### src/hw/rtl/mc_pkg.sv
// Shared types, character constants and code tables for the Morse converter.
// Used by mc_decoder, mc_serializer and morse_codec; depends on nothing else.
`default_nettype none

package mc_pkg;

   // Character codes that the converter reads or produces.
   localparam logic [7:0] SPACE_CHAR   = 8'h20;
   localparam logic [7:0] UNKNOWN_CHAR = 8'h23;
   localparam logic [7:0] DOT_CHAR     = 8'h2E;
   localparam logic [7:0] DASH_CHAR    = 8'h2D;
   localparam logic [7:0] LOWER_A      = 8'h61;
   localparam logic [7:0] LOWER_Z      = 8'h7A;
   localparam logic [7:0] CASE_OFFSET  = 8'h20;
   localparam logic [7:0] TABLE_LAST   = 8'h5F;

   // Longest code in the table and the beat counter that covers it plus a space.
   localparam int CODE_LEN_MAX         = 7;
   localparam int LEN_W                = 3;
   localparam int BEAT_W               = 4;
   localparam int TABLE_SIZE           = 64;
   localparam int MAX_CODE_LEN_DEFAULT = 7;

   // One table entry: symbol count and symbols, first symbol in the highest used bit.
   typedef struct packed {
      logic [LEN_W-1:0]        len;
      logic [CODE_LEN_MAX-1:0] bits;
   } code_entry_type;

   // Reverse table, keyed by a marker one above the symbols.
   typedef logic [255:0][7:0] rom_type;

   // Decoder controls and result.
   typedef struct packed {
      logic       step;
      logic       flush;
      logic       last;
      logic [7:0] data;
   } dec_ctrl_type;

   typedef struct packed {
      logic       valid;
      logic [7:0] data;
   } dec_result_type;

   // Serializer controls and status.
   typedef struct packed {
      logic       load;
      logic       encode;
      logic       out_free;
      logic [7:0] data;
   } ser_ctrl_type;

   typedef struct packed {
      logic       ready;
      logic       beat_valid;
      logic       beat_last;
      logic [7:0] beat_data;
   } ser_status_type;

   // Code table for characters 0x20..0x5F; dot is 0 and dash is 1.
   function automatic code_entry_type code_of(input logic [5:0] idx);
      code_entry_type e;
      case (idx)
         6'd1:  e = '{3'd6, 7'b0101011};
         6'd2:  e = '{3'd6, 7'b0010010};
         6'd4:  e = '{3'd7, 7'b0001001};
         6'd6:  e = '{3'd5, 7'b0001000};
         6'd7:  e = '{3'd6, 7'b0011110};
         6'd8:  e = '{3'd5, 7'b0010110};
         6'd9:  e = '{3'd6, 7'b0101101};
         6'd11: e = '{3'd5, 7'b0001010};
         6'd12: e = '{3'd6, 7'b0110011};
         6'd13: e = '{3'd6, 7'b0100001};
         6'd14: e = '{3'd6, 7'b0010101};
         6'd15: e = '{3'd5, 7'b0010010};
         6'd16: e = '{3'd5, 7'b0011111};
         6'd17: e = '{3'd5, 7'b0001111};
         6'd18: e = '{3'd5, 7'b0000111};
         6'd19: e = '{3'd5, 7'b0000011};
         6'd20: e = '{3'd5, 7'b0000001};
         6'd21: e = '{3'd5, 7'b0000000};
         6'd22: e = '{3'd5, 7'b0010000};
         6'd23: e = '{3'd5, 7'b0011000};
         6'd24: e = '{3'd5, 7'b0011100};
         6'd25: e = '{3'd5, 7'b0011110};
         6'd26: e = '{3'd6, 7'b0111000};
         6'd27: e = '{3'd6, 7'b0101010};
         6'd29: e = '{3'd5, 7'b0010001};
         6'd31: e = '{3'd6, 7'b0001100};
         6'd32: e = '{3'd6, 7'b0011010};
         6'd33: e = '{3'd2, 7'b0000001};
         6'd34: e = '{3'd4, 7'b0001000};
         6'd35: e = '{3'd4, 7'b0001010};
         6'd36: e = '{3'd3, 7'b0000100};
         6'd37: e = '{3'd1, 7'b0000000};
         6'd38: e = '{3'd4, 7'b0000010};
         6'd39: e = '{3'd3, 7'b0000110};
         6'd40: e = '{3'd4, 7'b0000000};
         6'd41: e = '{3'd2, 7'b0000000};
         6'd42: e = '{3'd4, 7'b0000111};
         6'd43: e = '{3'd3, 7'b0000101};
         6'd44: e = '{3'd4, 7'b0000100};
         6'd45: e = '{3'd2, 7'b0000011};
         6'd46: e = '{3'd2, 7'b0000010};
         6'd47: e = '{3'd3, 7'b0000111};
         6'd48: e = '{3'd4, 7'b0000110};
         6'd49: e = '{3'd4, 7'b0001101};
         6'd50: e = '{3'd3, 7'b0000010};
         6'd51: e = '{3'd3, 7'b0000000};
         6'd52: e = '{3'd1, 7'b0000001};
         6'd53: e = '{3'd3, 7'b0000001};
         6'd54: e = '{3'd4, 7'b0000001};
         6'd55: e = '{3'd3, 7'b0000011};
         6'd56: e = '{3'd4, 7'b0001001};
         6'd57: e = '{3'd4, 7'b0001011};
         6'd58: e = '{3'd4, 7'b0001100};
         6'd63: e = '{3'd6, 7'b0001101};
         default: e = '{3'd0, 7'b0000000};
      endcase
      return e;
   endfunction

   // Builds the reverse table; lower table positions win on equal codes.
   function automatic rom_type build_decode_rom();
      rom_type        rom;
      code_entry_type e;
      logic [7:0]     key;
      for (int k = 0; k < 256; k++) begin
         rom[k] = UNKNOWN_CHAR;
      end
      for (int j = TABLE_SIZE - 1; j >= 1; j--) begin
         e = code_of(6'(j));
         if (e.len != '0) begin
            key      = (8'(1) << e.len) | 8'(e.bits);
            rom[key] = 8'(j) + SPACE_CHAR;
         end
      end
      return rom;
   endfunction

   localparam rom_type DECODE_ROM = build_decode_rom();

endpackage

`default_nettype wire

### src/hw/rtl/mc_decoder.sv
// Symbol gatherer for the decode direction: shifts in one dot or dash per byte
// and looks up the closed letter. Depends on mc_pkg.
`default_nettype none

module mc_decoder
   import mc_pkg::*;
#(
   parameter int MAX_CODE_LEN = MAX_CODE_LEN_DEFAULT
) (
   input  wire logic           clock,
   input  wire logic           reset,
   input  wire dec_ctrl_type   ctrl,
   output dec_result_type      result
);

   localparam int CNT_W = $clog2(MAX_CODE_LEN + 1);

   logic [CNT_W-1:0]        count_ff, count_in;
   logic [MAX_CODE_LEN-1:0] bits_ff, bits_in;
   logic                    bad_ff, bad_in;
   logic                    lone_ff, lone_in;

   logic                    is_space, is_dot, is_dash, pending;
   logic [CNT_W-1:0]        s1_count, l_count;
   logic [MAX_CODE_LEN-1:0] s1_bits, l_bits;
   logic                    s1_bad, s1_lone, l_bad, l_lone;
   logic [7:0]              key;
   logic [7:0]              letter_data;

   // Letter state after taking this byte, and the letter that a space closes.
   always_comb begin
      is_space = ctrl.data == SPACE_CHAR;
      is_dot   = ctrl.data == DOT_CHAR;
      is_dash  = ctrl.data == DASH_CHAR;
      pending  = (count_ff != '0) || bad_ff || lone_ff;

      s1_count = count_ff;
      s1_bits  = bits_ff;
      s1_bad   = bad_ff || lone_ff;
      s1_lone  = 1'b0;
      if (is_space) begin
         // A space with nothing pending opens a lone gap.
         s1_count = '0;
         s1_bits  = '0;
         s1_bad   = 1'b0;
         s1_lone  = 1'b1;
      end else if (is_dot || is_dash) begin
         if (count_ff < CNT_W'(MAX_CODE_LEN)) begin
            s1_bits  = {bits_ff[MAX_CODE_LEN-2:0], is_dash};
            s1_count = count_ff + CNT_W'(1);
         end else begin
            s1_bad = 1'b1;
         end
      end else begin
         s1_bad = 1'b1;
      end

      if (is_space && pending) begin
         l_count = count_ff;
         l_bits  = bits_ff;
         l_bad   = bad_ff;
         l_lone  = lone_ff;
      end else begin
         l_count = s1_count;
         l_bits  = s1_bits;
         l_bad   = s1_bad;
         l_lone  = s1_lone;
      end

      key = (8'(1) << l_count) | 8'(l_bits);
      if (l_lone && (l_count == '0) && !l_bad) begin
         letter_data = SPACE_CHAR;
      end else if (l_bad || (l_count > CNT_W'(CODE_LEN_MAX))) begin
         letter_data = UNKNOWN_CHAR;
      end else begin
         letter_data = DECODE_ROM[key];
      end

      result.valid = ctrl.step && (is_space ? (pending || ctrl.last) : ctrl.last);
      result.data  = letter_data;
   end

   // Next letter state: cleared at the end of a message or when a letter closes.
   always_comb begin
      count_in = count_ff;
      bits_in  = bits_ff;
      bad_in   = bad_ff;
      lone_in  = lone_ff;
      if (ctrl.flush || (ctrl.step && ctrl.last) || (ctrl.step && is_space && pending)) begin
         count_in = '0;
         bits_in  = '0;
         bad_in   = 1'b0;
         lone_in  = 1'b0;
      end else if (ctrl.step) begin
         count_in = s1_count;
         bits_in  = s1_bits;
         bad_in   = s1_bad;
         lone_in  = s1_lone;
      end
   end

   // Letter state registers.
   always_ff @(posedge clock) begin
      if (reset) begin
         count_ff <= '0;
         bits_ff  <= '0;
         bad_ff   <= 1'b0;
         lone_ff  <= 1'b0;
      end else begin
         count_ff <= count_in;
         bits_ff  <= bits_in;
         bad_ff   <= bad_in;
         lone_ff  <= lone_in;
      end
   end

   // A lone gap never carries symbols or a bad mark.
   a_lone_clean: assert property (@(posedge clock) disable iff (reset)
      lone_ff |-> ((count_ff == '0) && !bad_ff))
      else $error("lone gap holds symbols");

   // The end of a message leaves no pending letter.
   a_flush_clears: assert property (@(posedge clock) disable iff (reset)
      (ctrl.flush || (ctrl.step && ctrl.last)) |=>
         ((count_ff == '0) && !bad_ff && !lone_ff))
      else $error("letter state survived end of message");

   // The symbol count stays within the longest accepted letter.
   a_count_range: assert property (@(posedge clock) disable iff (reset)
      count_ff <= CNT_W'(MAX_CODE_LEN))
      else $error("symbol count overflow");

endmodule

`default_nettype wire

### src/hw/rtl/mc_serializer.sv
// Result serializer (uses mc_pkg): loads an encoded character or decoded byte
// and hands out one result byte per free cycle from a symbol shift register.
`default_nettype none

module mc_serializer
   import mc_pkg::*;
(
   input  wire logic           clock,
   input  wire logic           reset,
   input  wire ser_ctrl_type   ctrl,
   input  wire dec_result_type dec,
   output ser_status_type      status
);

   typedef enum logic [1:0] {
      KIND_MORSE,
      KIND_SPACES,
      KIND_CHAR
   } kind_type;

   kind_type                kind_ff, kind_in;
   logic [CODE_LEN_MAX-1:0] sym_ff, sym_in;
   logic [BEAT_W-1:0]       left_ff, left_in;
   logic [7:0]              data_ff, data_in;

   logic [7:0]              folded;
   logic                    in_range;
   logic [5:0]              idx;
   code_entry_type          entry;
   logic                    advance;

   // Fold lower case and find the table entry of the incoming byte.
   always_comb begin
      folded = ctrl.data;
      if ((ctrl.data >= LOWER_A) && (ctrl.data <= LOWER_Z)) begin
         folded = ctrl.data - CASE_OFFSET;
      end
      in_range = (folded >= SPACE_CHAR) && (folded <= TABLE_LAST);
      idx      = 6'(folded - SPACE_CHAR);
      entry    = code_of(idx);
   end

   assign advance = ctrl.out_free && (left_ff != '0);

   // Load a new run of result bytes, or shift out one symbol.
   always_comb begin
      kind_in = kind_ff;
      sym_in  = sym_ff;
      left_in = left_ff;
      data_in = data_ff;
      if (ctrl.load) begin
         left_in = '0;
         if (ctrl.encode) begin
            if (in_range && (idx == '0)) begin
               kind_in = KIND_SPACES;
               left_in = BEAT_W'(2);
            end else if (in_range && (entry.len != '0)) begin
               kind_in = KIND_MORSE;
               sym_in  = entry.bits << (LEN_W'(CODE_LEN_MAX) - entry.len);
               left_in = BEAT_W'(entry.len) + BEAT_W'(1);
            end
         end else if (dec.valid) begin
            kind_in = KIND_CHAR;
            data_in = dec.data;
            left_in = BEAT_W'(1);
         end
      end else if (advance) begin
         left_in = left_ff - BEAT_W'(1);
         sym_in  = {sym_ff[CODE_LEN_MAX-2:0], 1'b0};
      end
   end

   // Byte of the current beat; a Morse run ends with a space.
   always_comb begin
      case (kind_ff)
         KIND_MORSE: begin
            if (left_ff > BEAT_W'(1)) begin
               status.beat_data = sym_ff[CODE_LEN_MAX-1] ? DASH_CHAR : DOT_CHAR;
            end else begin
               status.beat_data = SPACE_CHAR;
            end
         end
         KIND_SPACES: status.beat_data = SPACE_CHAR;
         KIND_CHAR:   status.beat_data = data_ff;
         default:     status.beat_data = SPACE_CHAR;
      endcase
      status.beat_valid = left_ff != '0;
      status.beat_last  = left_ff == BEAT_W'(1);
      status.ready      = (left_ff == '0) || ((left_ff == BEAT_W'(1)) && ctrl.out_free);
   end

   // Beat counter.
   always_ff @(posedge clock) begin
      if (reset) begin
         left_ff <= '0;
      end else begin
         left_ff <= left_in;
      end
   end

   // Payload registers.
   always_ff @(posedge clock) begin
      kind_ff <= kind_in;
      sym_ff  <= sym_in;
      data_ff <= data_in;
   end

endmodule

`default_nettype wire

### src/hw/rtl/morse_codec.sv
// Top level of the streaming Morse converter: mode register, output register,
// and the mc_decoder and mc_serializer units. Depends on mc_pkg.
//
// Converts ASCII text to Morse symbols ('.', '-', ' ') when encode_mode is 1
// (reset value) and Morse symbols back to text when it is 0; write the mode
// through csr_wr_en/csr_wr_data only while the block is idle. Results leave
// one byte per cycle while the output is free, from a symbol shift register;
// an encoded character keeps the input closed while its run of result bytes
// goes out, a decoded byte while its result does, a dropped byte not at all.
// The output register lets the next transaction in while the final result of
// the previous one still waits on rsp_tready. rsp_tlast marks the last result
// of each input transaction. The decoder gathers one symbol per byte, so
// letters of up to MAX_CODE_LEN symbols are held; longer ones decode as '#'.
`default_nettype none

module morse_codec
   import mc_pkg::*;
#(
   parameter int MAX_CODE_LEN = MAX_CODE_LEN_DEFAULT
) (
   input  wire logic       clock,
   input  wire logic       reset,
   // Configuration: bit 0 is encode_mode.
   input  wire logic       csr_wr_en,
   input  wire logic       csr_wr_data,
   // Input stream.
   input  wire logic       req_tvalid,
   output logic            req_tready,
   input  wire logic [7:0] req_tdata,   // [7:0] in_char
   input  wire logic       req_tlast,   // last_in
   // Result stream.
   output logic            rsp_tvalid,
   input  wire logic       rsp_tready,
   output logic [7:0]      rsp_tdata,   // [7:0] out_char
   output logic            rsp_tlast    // last_out
);

   logic           encode_mode_ff, encode_mode_in;
   logic           rsp_valid_ff, rsp_valid_in;
   logic [7:0]     rsp_data_ff;
   logic           rsp_last_ff;

   logic           req_fire;
   logic           out_free;
   logic           advance;
   dec_ctrl_type   dec_ctrl;
   dec_result_type dec_result;
   ser_ctrl_type   ser_ctrl;
   ser_status_type ser_status;

   // Mode register.
   assign encode_mode_in = csr_wr_en ? csr_wr_data : encode_mode_ff;

   always_ff @(posedge clock) begin
      if (reset) begin
         encode_mode_ff <= 1'b1;
      end else begin
         encode_mode_ff <= encode_mode_in;
      end
   end

   // Input transaction and unit controls.
   assign req_tready = ser_status.ready;
   assign req_fire   = req_tvalid && req_tready;
   assign out_free   = !rsp_valid_ff || rsp_tready;
   assign advance    = ser_status.beat_valid && out_free;

   always_comb begin
      dec_ctrl.step   = req_fire && !encode_mode_ff;
      dec_ctrl.flush  = req_fire && encode_mode_ff && req_tlast;
      dec_ctrl.last   = req_tlast;
      dec_ctrl.data   = req_tdata;
      ser_ctrl.load     = req_fire;
      ser_ctrl.encode   = encode_mode_ff;
      ser_ctrl.out_free = out_free;
      ser_ctrl.data     = req_tdata;
   end

   mc_decoder #(
      .MAX_CODE_LEN (MAX_CODE_LEN)
   ) u_decoder (
      .clock  (clock),
      .reset  (reset),
      .ctrl   (dec_ctrl),
      .result (dec_result)
   );

   mc_serializer u_serializer (
      .clock  (clock),
      .reset  (reset),
      .ctrl   (ser_ctrl),
      .dec    (dec_result),
      .status (ser_status)
   );

   // Output register.
   assign rsp_valid_in = advance || (rsp_valid_ff && !rsp_tready);

   always_ff @(posedge clock) begin
      if (reset) begin
         rsp_valid_ff <= 1'b0;
      end else begin
         rsp_valid_ff <= rsp_valid_in;
      end
   end

   always_ff @(posedge clock) begin
      if (advance) begin
         rsp_data_ff <= ser_status.beat_data;
         rsp_last_ff <= ser_status.beat_last;
      end
   end

   assign rsp_tvalid = rsp_valid_ff;
   assign rsp_tdata  = rsp_data_ff;
   assign rsp_tlast  = rsp_last_ff;

   // A decode transaction produces at most one result.
   a_decode_single: assert property (@(posedge clock) disable iff (reset)
      (req_fire && !encode_mode_ff) |=> (!ser_status.beat_valid || ser_status.beat_last))
      else $error("decode produced more than one result");

   // Every encoded run closes with a space.
   a_encode_ends_space: assert property (@(posedge clock) disable iff (reset)
      (advance && ser_status.beat_last && encode_mode_ff) |->
         (ser_status.beat_data == SPACE_CHAR))
      else $error("encoded run does not end in a space");

   // Inside an encoded run only dots, dashes and spaces appear.
   a_encode_alphabet: assert property (@(posedge clock) disable iff (reset)
      (ser_status.beat_valid && encode_mode_ff) |->
         ((ser_status.beat_data == DOT_CHAR) || (ser_status.beat_data == DASH_CHAR) ||
          (ser_status.beat_data == SPACE_CHAR)))
      else $error("encoded byte outside the Morse alphabet");

endmodule

`default_nettype wire
### config.mk
export PLATFORM = sky130hd
export DESIGN_NAME = morse_codec
export DESIGN_NICKNAME = d
export VERILOG_FILES = /design/src/hw/rtl/mc_pkg.sv /design/src/hw/rtl/mc_decoder.sv /design/src/hw/rtl/mc_serializer.sv /design/src/hw/rtl/morse_codec.sv
export SDC_FILE = /design/constraint.sdc
export NUM_CORES = 1
export LEC_CHECK = 0
export BUFFER_PORTS_ARGS = -buffer_cell sky130_fd_sc_hd__buf_2
export CAP_MARGIN = 20
export CORE_MARGIN = 2
export CORE_UTILIZATION = 57
export CTS_CLUSTER_DIAMETER = 150
export DETAILED_ROUTE_END_ITERATION = 10
export PLACE_DENSITY = 0.89
export RECOVER_POWER = 25
export SLEW_MARGIN = 20
export SYNTH_ARGS = -nofsm -noshare
export SYNTH_HDL_FRONTEND = slang
export SYNTH_SLANG_ARGS = --single-unit
### constraint.sdc
create_clock -name clock -period 4.4 [get_ports clock]
set_input_delay 1.1 -clock clock [delete_from_list [all_inputs] [get_ports clock]]
set_output_delay 1.1 -clock clock [all_outputs]
set_load 0.02 [all_outputs]
Yosys cells after proc, flatten, opt, wreduce, memory -nomap -nowiden. Memories as Yosys holds them, arrays and structs flattened. Cells that the tools add are included.

Word-level logic and storage cells: 125. Register bits after elaboration: 44. Memory bits (read-only): 2624. Output and inout port bits: 11. Memories: 2. Input bits: 15.

Eq/ne operators: 9. $lt $le $gt $ge: 8. $add $sub $neg: 6. Reduce and logical (&&, ||, !) cells: 47. Muxes and demuxes: 36. Shift-type cells: 2. Bitwise operators: 2.

Memory list: (no name shown) (depth 256, bits a word 8, read ports 1, clocked after Yosys merged registers in 0, wr ports 0, line mc_decoder.sv:76) `letter_data = DECODE_ROM[key];`; (no name shown) (depth 64, bits a word 9, read ports 1, clocked after Yosys merged registers in 0, wr ports 0, line mc_pkg.sv:64) `case (idx)`.

Operators with widths (number): $mux W7 (9); $eq A8 B6 Y1 const B (3); $mux W8 (3); $mux W4 (5); $logic_and A1 B1 Y1 (18); $le A8 B7 Y1 const B (2); $pmux W8 S2 (1); $mux W2 (6); $mux W3 (4); $logic_or A1 B1 Y1 (11); $lt A8 B9 Y1 const B (1); $ge A8 B6 Y1 const B (1); $ge A8 B7 Y1 const B (1); $mux W1 (8); $or A8 B7 Y8 (1); $shl A1 B3 Y8 const A (1); $sub A8 B6 Y8 const B (1); $shl A7 B3 Y7 (1); $logic_not A6 Y1 (1); $reduce_and A3 Y1 (2); $reduce_bool A3 Y1 (2); $sub A6 B6 Y6 const B (1); $add A3 B1 Y4 const B (1); $eq A4 B1 Y1 const B (1); other kinds (19) (25).

Logic depth before layout (Yosys ltp). An unclocked memory read counts as a cell.

Depth in word-level cells: 11. Gate-level depth with buffers: 19. Depth with buffers taken out: 14.

Cells and area by module. A second synthesis with hierarchy kept.

Cell total of the unflattened synthesis: 560. Area, all modules: 4717.0 µm².

By module, submodules not included: mc_serializer (seq. area each 590.6 µm², times used 1, area each 2265.9 µm², cells an instance 259); mc_decoder (seq. area each 240.2 µm², times used 1, area each 2072.0 µm², cells an instance 281); morse_codec (seq. area each 310.3 µm², times used 1, area each 379.1 µm², cells an instance 20).

Worst setup path before layout. No wires, ideal clock.

Path type: input -> register. From: in req_tdata[1]. To: reg u_serializer.data_ff[4], data pin. Stages on the path: 17. Library setup time: 0.257 ns. Path slack: -0.321 ns. Required time: 4.143 ns. Arrival: 4.464 ns. Buffers on the path: 3. Path through: clkbuf_1 inv_1 ha_1 buf_2 or2_1 and3_1 buf_6 a2bb2oi_4 nand2_2 o31ai_4 inv_2 ha_1 o21ai_1 a21boi_1 o22ai_1 a211o_1 a32o_1.

Cells in the longest elaborated chain, start to end: 9. Elaborated cells between the ends (all ways): 28. Those cells by class: 1 x order compare; 3 x eq/ne; 1 x shift; 13 x mux; 1 x bitwise; 8 x reduce/logical; 1 x memory.

RTL lines: from (decl) (line morse_codec.sv:29) `input wire logic [7:0] req_tdata,`; $eq A8 B6 Y1, on equally long branches (line mc_decoder.sv:33, mc_decoder.sv:34); $logic_or A1 B1 Y1 (line mc_decoder.sv:47) `end else if (is_dot || is_dash) begin`; $mux W3 (line mc_decoder.sv:47); $mux W3 (line mc_decoder.sv:41) `if (is_space) begin`; $mux W3 (line mc_decoder.sv:58) `if (is_space && pending) begin`; $shl A1 B3 Y8 or $logic_not A3 Y1 (tied branches) (line mc_decoder.sv:70, mc_decoder.sv:71); $or A8 B7 Y8 or $logic_and A1 B1 Y1 (tied branches) (line mc_decoder.sv:70, mc_decoder.sv:71); $mem_v2 Z256 W8 or $logic_and A1 B1 Y1 (tied branches); $mux W8 (implied by the code) or $reduce_or A2 Y1 (tied branches); to (signal assigned) (line mc_serializer.sv:105) `data_ff <= data_in;`; to (decl) (line mc_serializer.sv:24) `logic [7:0] data_ff, data_in;`.

Several ways; a longest one is shown, not always the timed one. The select of a mux whose other input is x is not followed. A chain may end at the register's enable or synchronous reset.

Worst setup path after layout.
From: in req_tdata[6]. To: reg u_serializer.data_ff[2], data pin.

The elaborated chain is that of the path after synthesis.

==> impl_metrics.sql <==
INSERT INTO impl_metrics (metric_group, metric, value, unit) VALUES
('floorplanning', 'floorplan.rows', '33', ''),
('clock_tree', 'clock-root-buffer', 'sky130_fd_sc_hd__clkbuf_8', ''),
('setup_path', 'timing.critical_path.slowest_cell_delay', '0.55', 'ns'),
('min_path', 'worst_hold_path_type', 'reg -> reg', ''),
('logic_synthesis', 'ys.warnings.count', '0', ''),
('logic_synthesis', 'synth_seq_area_share', '22.86', '%'),
('clock_tree', 'ctsHtreeMaxLevel', '2', ''),
('sta', 'period_needed', '4.138', 'ns'),
('place', 'detailed_place.area', '5228', 'sq um'),
('power_and_ir_drop', 'power.density_cell_area', '301.2', 'nW/um^2'),
('global_route', 'vias_in_the_first_global_route', '4547', ''),
('floorplanning', 'core_region_area', '8134', 'sq um'),
('floorplanning', 'num_io_pins', '26', ''),
('logic_synthesis', 'most_frequently_used_flop_master_after_synthesis', 'sky130_fd_sc_hd__edfxtp_1', ''),
('logic_synthesis', 'synth_area_per_cell', '8.310', 'sq um'),
('setup_path', 'crit_fanout', '5', ''),
('layout', 'fillCellCount', '680', ''),
('route', 'via_count', '4889', ''),
('clock_tree', 'worstSkewPairLatency', '0.30', 'ns'),
('sta', 'setup_violations', '0', ''),
('place', 'post-place-cells', '718', ''),
('route', 'antenna_viol_nets_final', '0', ''),
('clock_tree', 'cts_resized', '0', ''),
('clock_tree', 'cts_tree', 'yes', ''),
('layout', 'areaGrowthSynthToFinish', '13.02', '%'),
('place', 'numPortBuffers', '24', ''),
('run', 'drv_cap', '0', ''),
('floorplanning', 'die_area', '9040', 'sq um'),
('logic_synthesis', 'synthesis.instances', '569', ''),
('logic_synthesis', 'synth.ff_latch_count', '42', ''),
('power_and_ir_drop', 'leakage', '2.044', 'nW'),
('sta', 'max_slew.worst_pin.slew', '0.9243', 'ns'),
('logic_synthesis', 'post_synth_instance_area', '4728', 'sq um'),
('sta', 'grt_setup_unrepaired', 'no', ''),
('global_route', 'first_pass_grt_wire_length', '22860', 'um'),
('sta', 'skew', '0.004294', 'ns'),
('route', 'routed_wirelength', '14300', 'um'),
('setup_path', 'cp.arrival', '4.18', 'ns'),
('clock_tree', 'path_clk_slew', '0.09', 'ns'),
('layout', 'post_route_cells_drive_above_1_share', '23.99', '%'),
('place', 'place_ws', '0.02000', 'ns'),
('clock_tree', 'post_cts_hold_buffer_count', '0', ''),
('global_route', 'pin_count_of_the_biggest_net_entering_global_routing', '33', ''),
('setup_path', 'crit_path_end_kind', 'register', ''),
('layout', 'num_antenna_cells', '0', ''),
('logic_synthesis', 'post_synth_edffs', '24', ''),
('power_and_ir_drop', 'max-vdd-ir-drop', '177.4', 'uV'),
('setup_path', 'chain_of_cells_forming_the_critical_path', 'buf_2, inv_1, ha_1, nor4b_2, buf_4, nand3_2, nand3_1, nand2_4, o31a_4, ha_1, nand3_1, nor3_1, o21bai_1, a2111oi_1, nor3_2', ''),
('outcome', 'status', 'complete, no violations', ''),
('route', 'drc_errors', '0', ''),
('power_and_ir_drop', 'p_total', '1.610', 'mW'),
('layout', 'finish.net_count', '662', ''),
('route', 'drtPass1Iterations', '5', ''),
('layout', 'design_area', '5344', 'sq um'),
('route', 'route.detailed.wl_per_inst', '19.69', 'um'),
('logic_synthesis', 'synthDistinctLibCells', '100', ''),
('layout', 'final_cell_count_no_fill', '726', ''),
('floorplanning', 'floorplan.initialDensity', '58.13', '%'),
('clock_tree', 'clock-sinks', '42', ''),
('sta', 'fmax', '241.7', 'MHz'),
('setup_path', 'timing.critical_path.required', '4.44', 'ns'),
('floorplanning', 'die_w', '95.08', 'um'),
('setup_path', 'critical_path.n_buffers_inverters', '3', ''),
('clock_tree', 'post_cts_setup_repair_bufs', '0', ''),
('logic_synthesis', 'synth_fp_nets', '611', ''),
('clock_tree', 'cts_max_path_buffers', '2', ''),
('setup_path', 'cp_slowest_cell', 'sky130_fd_sc_hd__a2111oi_1', ''),
('floorplanning', 'fp.dieH', '95.08', 'um'),
('route', 'routed_via_density', '6.734', ''),
('setup_path', 'path_class', 'in -> reg', ''),
('sta', 'maxSlewViolCount', '0', '');
==> kinds of logic (layout without fill, tap and decap cells) <==
| logic type | Yosys count | in the layout | share of synthesized area (%) |
|---|---|---|---|
| AOI/OAI and AO/OA | 205 | 205 | 34.32 |
| and+or+nand+nor | 205 | 205 | 22.60 |
| xor gates and xnor gates | 4 | 4 | 0.7411 |
| buffers and inverters | 65 | 117 | 6.721 |
| adders and majority gates | 27 | 27 | 7.145 |
| DFF | 42 | 42 | 22.86 |
| muxes | 20 | 20 | 5.531 |
| other | 1 | 1 | 0.07931 |
==> flip-flops by register name (all words and copies together) (netlist names) <==
register / count
encode_mode_ff: 1
rsp_tdata: 7
rsp_tlast: 1
rsp_tvalid: 1
u_decoder.bad_ff: 1
u_decoder.bits_ff: 7
u_decoder.count_ff: 3
u_decoder.lone_ff: 1
u_serializer.data_ff: 7
u_serializer.kind_ff: 2
u_serializer.left_ff: 4
u_serializer.sym_ff: 7
==> layout by cell type (no fill, tap or decap), types with 6 or more instances in the layout <==
| cell | instances |
|---|---|
| sky130_fd_sc_hd__a211oi_1 | 11 |
| sky130_fd_sc_hd__a21oi_1 | 33 |
| sky130_fd_sc_hd__a22oi_1 | 13 |
| sky130_fd_sc_hd__a31oi_1 | 6 |
| sky130_fd_sc_hd__and3_1 | 7 |
| sky130_fd_sc_hd__buf_2 | 23 |
| sky130_fd_sc_hd__buf_4 | 55 |
| sky130_fd_sc_hd__dfxtp_1 | 18 |
| sky130_fd_sc_hd__edfxtp_1 | 24 |
| sky130_fd_sc_hd__ha_1 | 26 |
| sky130_fd_sc_hd__inv_1 | 23 |
| sky130_fd_sc_hd__mux2_2 | 6 |
| sky130_fd_sc_hd__mux2i_1 | 10 |
| sky130_fd_sc_hd__nand2_1 | 54 |
| sky130_fd_sc_hd__nand2b_1 | 8 |
| sky130_fd_sc_hd__nand3_1 | 17 |
| sky130_fd_sc_hd__nor2_1 | 52 |
| sky130_fd_sc_hd__nor3_1 | 19 |
| sky130_fd_sc_hd__o211ai_1 | 10 |
| sky130_fd_sc_hd__o21ai_0 | 37 |
| sky130_fd_sc_hd__o221ai_1 | 7 |
==> cell usage after synthesis (11+ instances only) <==
master	n	share of area (%)
sky130_fd_sc_hd__a22oi_1	13	2.1
sky130_fd_sc_hd__inv_1	24	1.9
sky130_fd_sc_hd__dfxtp_1	18	7.6
sky130_fd_sc_hd__nand2_1	54	4.3
sky130_fd_sc_hd__clkbuf_1	13	1.0
sky130_fd_sc_hd__o21ai_0	37	3.9
sky130_fd_sc_hd__a21oi_1	33	3.5
sky130_fd_sc_hd__buf_2	14	1.5
sky130_fd_sc_hd__ha_1	27	7.1
sky130_fd_sc_hd__a211oi_1	11	1.7
sky130_fd_sc_hd__nor3_1	19	2.0
sky130_fd_sc_hd__nand3_1	17	1.8
sky130_fd_sc_hd__nor2_1	52	4.1
sky130_fd_sc_hd__edfxtp_1	24	15
==> path summary, 6_finish.rpt <==
kind                             endpoint                     from  slack [ns]  cells past startpoint
hold reg to reg              rsp_tdata[5]  u_serializer.data_ff[5]        0.53                      1
setup / recovery  u_serializer.data_ff[2]             req_tdata[6]        0.26                     15
setup reg to reg  u_serializer.data_ff[2]    u_decoder.count_ff[0]        0.91                     13
hold / removal               rsp_tdata[5]  u_serializer.data_ff[5]        0.53                      1
==> routing by layer <==
layer	share of wire, %	vias up	GRT usage (%)
met4	1.7	2	7.971
met1	41	2302	43.08
li1	-	2282	-
met3	8.6	31	4.585
met2	49	272	54.23
met5	0.049	-	0
==> metrics by stage <==
step | utilization [%] | hold WS [ns]
final | 65.70 | 0.5305
after global routing | 65.70 | 0.5580
after CTS | 65.71 | 0.5236
after detailed placement | 64.27 | 0.5059
after global placement | 64.27 | 0.4810
after floorplan | - | 0.4773
==> power breakdown <==
group / total, mW / internal, mW / switching [mW]
combinational: 0.682 / 0.242 / 0.440
clock: 0.332 / 0.173 / 0.158
sequential: 0.596 / 0.552 / 0.0439
total: 1.61 / 0.967 / 0.642
==> layout make-up <==
cell class                 instances  area (sq um)  share of cell area [%]
sequential                        42          1081                   20.23
multi-input combinational        462          3337                   62.44
tap                              105         131.4                   2.458
inverter                          28         105.1                   1.967
clock inverter                     3         48.80                  0.9131
timing repair buffer              81         571.8                   10.70
clock buffer                       5         68.82                   1.288
(Power assumes the default switching activity.)
